File: config.mk
export PLATFORM = sky130hd
export DESIGN_NAME = rfmc_match
export DESIGN_NICKNAME = d
export VERILOG_FILES = /design/src/hdl/rfmc_pkg.sv /design/src/hdl/rfmc_match.sv
export SDC_FILE = /design/constraint.sdc
export NUM_CORES = 1
export LEC_CHECK = 0
export BUFFER_PORTS_ARGS = -buffer_cell sky130_fd_sc_hd__buf_2
export CAP_MARGIN = 20
export CORE_UTILIZATION = 35
export DETAILED_ROUTE_END_ITERATION = 7
export GPL_ROUTABILITY_DRIVEN = 0
export PLACE_DENSITY = 0.74
export SYNTH_ARGS = -nofsm -noshare
export SYNTH_HDL_FRONTEND = slang
export SYNTH_SLANG_ARGS = --single-unit
File: constraint.sdc
create_clock -name clk -period 3.5 [get_ports clk]
set_input_delay 0.7 -clock clk [delete_from_list [all_inputs] [get_ports clk]]
set_output_delay 0.7 -clock clk [all_outputs]
set_load 0.01 [all_outputs]
File: src/hdl/rfmc_pkg.sv
package rfmc_pkg;

	// Fixed field widths of the command and result words.
	localparam int WORD_WIDTH    = 32;
	localparam int CMD_W         = 3;
	localparam int STATUS_W      = 2;
	localparam int COUNT_W       = 9;
	localparam int FILL_W        = 9;
	localparam int CFG_W         = 4;

	localparam int DEF_MAX_DEPTH = 256;

	localparam logic [CFG_W-1:0] CFG_RESET = CFG_W'(8);

	// Command codes.
	localparam logic [CMD_W-1:0] CMD_PUSH  = CMD_W'(0);
	localparam logic [CMD_W-1:0] CMD_POP   = CMD_W'(1);
	localparam logic [CMD_W-1:0] CMD_PEEK  = CMD_W'(2);
	localparam logic [CMD_W-1:0] CMD_COUNT = CMD_W'(3);
	localparam logic [CMD_W-1:0] CMD_FLUSH = CMD_W'(4);

	// Status codes.
	localparam logic [STATUS_W-1:0] ST_OK    = STATUS_W'(0);
	localparam logic [STATUS_W-1:0] ST_FULL  = STATUS_W'(1);
	localparam logic [STATUS_W-1:0] ST_EMPTY = STATUS_W'(2);

	// Control of the compare and count unit.
	typedef struct packed {
		logic clear;
		logic sample;
	} match_ctl_t;

endpackage

File: src/hdl/rfmc_match.sv
module rfmc_match #(
	parameter int CNT_W = 9
) (
	input  logic                           clk,
	input  logic                           arst_n,
	input  rfmc_pkg::match_ctl_t           ctl,
	input  logic [rfmc_pkg::WORD_WIDTH-1:0] probe,
	input  logic [rfmc_pkg::WORD_WIDTH-1:0] rdata,
	output logic [CNT_W-1:0]               count
);
	import rfmc_pkg::*;

	logic [CNT_W-1:0] count_q;

	// One comparator, fed one stored word per cycle during a scan.
	always_ff @(posedge clk or negedge arst_n) begin
		if (!arst_n) begin
			count_q <= '0;
		end else if (ctl.clear) begin
			count_q <= '0;
		end else if (ctl.sample && (rdata == probe)) begin
			count_q <= count_q + CNT_W'(1);
		end
	end

	assign count = count_q;

endmodule

* Word-level counts from Yosys, hierarchy flattened *
Cells that the tools add are included.

operators by class
  add/sub/neg operators = 1
  equality and inequality tests = 1
  muxes and demuxes = 2
  reduce and logical (&&, ||, !) cells = 2

operators by type and width
  kind                 number
  $eq 32x32->1         1
  $mux 9               2
  $add 9x1->9 const B  1
  $reduce_bool 2->1    1
  $logic_and 1x1->1    1

word-level totals
  bits in registers = 9
  input bits = 68
  output and inout bits = 9
  logic and storage cells = 7

* Depth between registers and ports, before layout *
  depth after elaboration = 4
  mapped depth = 6
  mapped depth without buffers = 5

* Worst setup path after synthesis *
Ideal clock, no wire load.

  path type = input to register
  start = in probe[24] (netlist name)
  end = reg count_q[3] (netlist: count[3])
  data arrival time = 1.880 ns
  required time = 3.373 ns
  setup slack = 1.492 ns
  cell stages on the path = 5
  cells stage by stage = xnor2_1 nand4_1 nor4_4 nand4_1 mux2_1

between the ends
  longest elaborated chain between the ends = 3

ends and longest elaborated chain
  element                      RTL line          source
  from (decl)                  rfmc_match.sv:7   input logic [rfmc_pkg::WORD_WIDTH-1:0] probe,
  $eq 32x32->1                 rfmc_match.sv:21  end else if (ctl.sample && (rdata == probe)) begin
  $logic_and 1x1->1            rfmc_match.sv:21
  $reduce_bool 2->1 (no line)  n/a
  to (signal assigned)         rfmc_match.sv:22  count_q <= count_q + CNT_W'(1);
  to (decl)                    rfmc_match.sv:13  logic [CNT_W-1:0] count_q;

Every way passes these cells.
A chain may end at the register's enable or synchronous reset.

* Final worst setup path *
  start = in probe[24] (netlist name)
  end = reg count_q[6] (netlist: count[6])

The elaborated chain is that of the path after synthesis.

==> impl_metrics.env <==
export IMPL_slew_viol_final=0
export IMPL_die_w_um=53.4
export IMPL_synth_top_cell_by_area="xnor2_1"
export IMPL_drive_gt1_frac=0.461
export IMPL_outcome="finished, final reports clean"
export IMPL_routed_via_count=1072
export IMPL_clock_latency_ns=0.27
export IMPL_pre_cts_slack_ns=1.19
export IMPL_maxSlewHeadroom=0.648
export IMPL_first_pass_iters=4
export IMPL_end_kind="flip-flop"
export IMPL_first_iter_violations=15
export IMPL_cp_cell_sequence="buf_2, xnor2_1, nand4_1, nor4_4, nand4_1, mux2_1"
export IMPL_cts_buffer_depth=2
export IMPL_yosysTopAreaCellShare=0.265
export IMPL_die_area_um2=2850
export IMPL_p_clk_frac=0.302
export IMPL_grt_use_total=0.181
export IMPL_largest_reg_flops=9
export IMPL_synthCells=102
export IMPL_critPathLaunchType="input port"
export IMPL_critPathKind="input port to flip-flop"
export IMPL_start_util=0.373
export IMPL_pwr_share_comb=0.323
export IMPL_ioPinCount=77
export IMPL_powerDensity_nw_per_um2=203
export IMPL_cpMostUsedCell="nand4_1"
export IMPL_max_freq_mhz=488
export IMPL_synth_fp_nets=171
export IMPL_synth_cell_types=20
export IMPL_io_buffers=76
export IMPL_clk_pin_slew_ns=0.07
export IMPL_fin_skew_ns=0.0110
export IMPL_cts_root_buf="clkbuf_4"
export IMPL_row_count=18
export IMPL_p_total_mw=0.277
export IMPL_ant_nets=0
export IMPL_synthFlopType="dfrtp_1"
export IMPL_sw_frac_of_total=0.274
export IMPL_wl_mm=2.45
export IMPL_htree_levels=1
export IMPL_tightest_slew_ns=0.525
export IMPL_post_synth_most_frequent_cells="28 x xnor2_1, 15 x nand4_1, 13 x nor2_1, 9 x dfrtp_1"
export IMPL_p_sw_mw=0.0758
export IMPL_slowest_stage="nor4_4"
export IMPL_r2r_cells=5
export IMPL_intPower_mw=0.201
export IMPL_cp_arrival_ns=2.19
export IMPL_wl_per_cell_um=11.7
export IMPL_antenna_found_initial=0
export IMPL_fp_dieH_um=53.4
export IMPL_core_um2=2480
export IMPL_required_ns=3.64
export IMPL_setup_violations=0
export IMPL_area_delta_synth_final_pct=47.1
export IMPL_critical_path_max_fanout=8
export IMPL_post_cts_buffers=0
export IMPL_peakVddDrop_uv=119
export IMPL_critical_path_max_stage_delay_ns=0.56
export IMPL_avgViaCountPerCell=5.10
export IMPL_cts_resized=0
export IMPL_synth_area_per_cell_um2=9.07
export IMPL_final_nets=250
export IMPL_leakage_nw=0.694
export IMPL_grt_pass1_vias=1027
export IMPL_drv_cap=0
export IMPL_hpwl_mm=2.09
export IMPL_tns_ns=0
export IMPL_cts_num_sinks=9
export IMPL_drcViolationCount=0
export IMPL_overflow=0
export IMPL_synth_warnings=0
export IMPL_grt_pass1_wl_mm=3.72
export IMPL_ys_seq_elements=9
export IMPL_synthTopCellsByArea="xnor2_1 27%, dfrtp_1 24%, nand4_1 10%"
export IMPL_r2r_slack_ns=2.05
export IMPL_finalCriticalPeriod_ns=2.05
export IMPL_seq_power_share=0.376
export IMPL_hold_buffers=0
export IMPL_synth_most_common_cell="xnor2_1"
export IMPL_setup_ws_ns=1.45
export IMPL_synth_edf_count=0
export IMPL_cts_made_buffers=3
export IMPL_period_share=0.586
export IMPL_synthArstFlopShare=1.00
export IMPL_syn_area_um2=925
export IMPL_diodes=0
export IMPL_ys_seq_area_frac=0.244
export IMPL_r2r_end="count[6]"
export IMPL_rsz0062_at_grt="no"
export IMPL_finalHoldViolCount=0
export IMPL_min_path_type="input port to asynchronous set/reset pin"
export IMPL_cts_tree="done"
export IMPL_reg2reg_from="count[0]"
export IMPL_grt_start_max_net_pins=19
-- worst max-delay path, delay by kind of cell --
kind | cells | cell delay [ns]
buffers and inverters | 1 | 0.10
XOR/XNOR | 1 | 0.14
multiplexers | 1 | 0.35
AND/OR/NAND/NOR | 3 | 0.90
-- cells in the final DEF, fill, tap and decap left out, drive strengths merged, types with 3 or more instances in the layout --
master / netlist / routed
nor2b: 7 / 7
xor2: 4 / 4
clkbuf: 1 / 4
buf: 1 / 76
nand3: 4 / 4
xnor2: 28 / 28
nor2: 13 / 13
nand4: 15 / 15
mux2: 8 / 8
dfrtp: 9 / 9
and3: 3 / 3
-- logic make-up (layout without fill, tap and decap cells) --
| group | Yosys count | count (layout) | share of synthesized area |
|---|---|---|---|
| buf+inv | 4 | 82 | 0.0176 |
| flops | 9 | 9 | 0.244 |
| simple gates | 47 | 47 | 0.310 |
| mux | 9 | 9 | 0.112 |
| fa+ha+maj | 1 | 1 | 0.0135 |
| xor+xnor | 32 | 32 | 0.303 |
-- worst max-delay path by stage --
stage          slack [ns]      start  endpoint  depth (start not counted)
6_report             1.45  probe[24]  count[6]                          6
5_1_grt              1.37  probe[24]  count[6]                          6
3_3_place_gp         1.25  probe[13]  count[8]                          6
2_1_floorplan        1.49  probe[24]  count[3]                          5
3_5_place_dp         1.19  probe[24]  count[6]                          6
4_1_cts              1.47  probe[24]  count[6]                          6
-- stage by stage --
stage,utilization,hold WS (ns),area (um^2),instances
3_5_place_dp,0.538,0.564,1330,206
2_1_floorplan,-,0.404,925,102
6_report,0.549,0.277,1360,210
4_1_cts,0.549,0.280,1360,210
3_3_place_gp,0.538,0.565,1330,206
5_1_grt,0.549,0.290,1360,210
-- per-layer routing --
| metal | track usage | part of all wire | vias to the layer above |
|---|---|---|---|
| met1 | 0.159 | 0.36 | 491 |
| met3 | 0.0230 | 0.089 | 7 |
| met4 | 0.0921 | 0.016 | 0 |
| li1 | - | - | 510 |
| met2 | 0.381 | 0.54 | 64 |
| met5 | 0 | 0 | - |
-- layout make-up --
type                    count  area [um^2]
clock buffers               4         26.3
flip-flops and latches      9          225
repair buffers             76          380
multi-input cells          89          683
well taps                  30         37.5
fillers                   249         1120
inverters                   2         7.51
-- power groups by stage --
stage	Combinational, mW	Clock, mW	Sequential (mW)
3_3_place_gp	0.0861	0	0.106
5_1_grt	0.0986	0.0903	0.104
6_report	0.0893	0.0834	0.104
4_1_cts	0.0910	0.0845	0.104
3_5_place_dp	0.0904	0	0.106
2_1_floorplan	0.0406	0	0.106
Note: power is estimated with default switching activity, not from simulation.
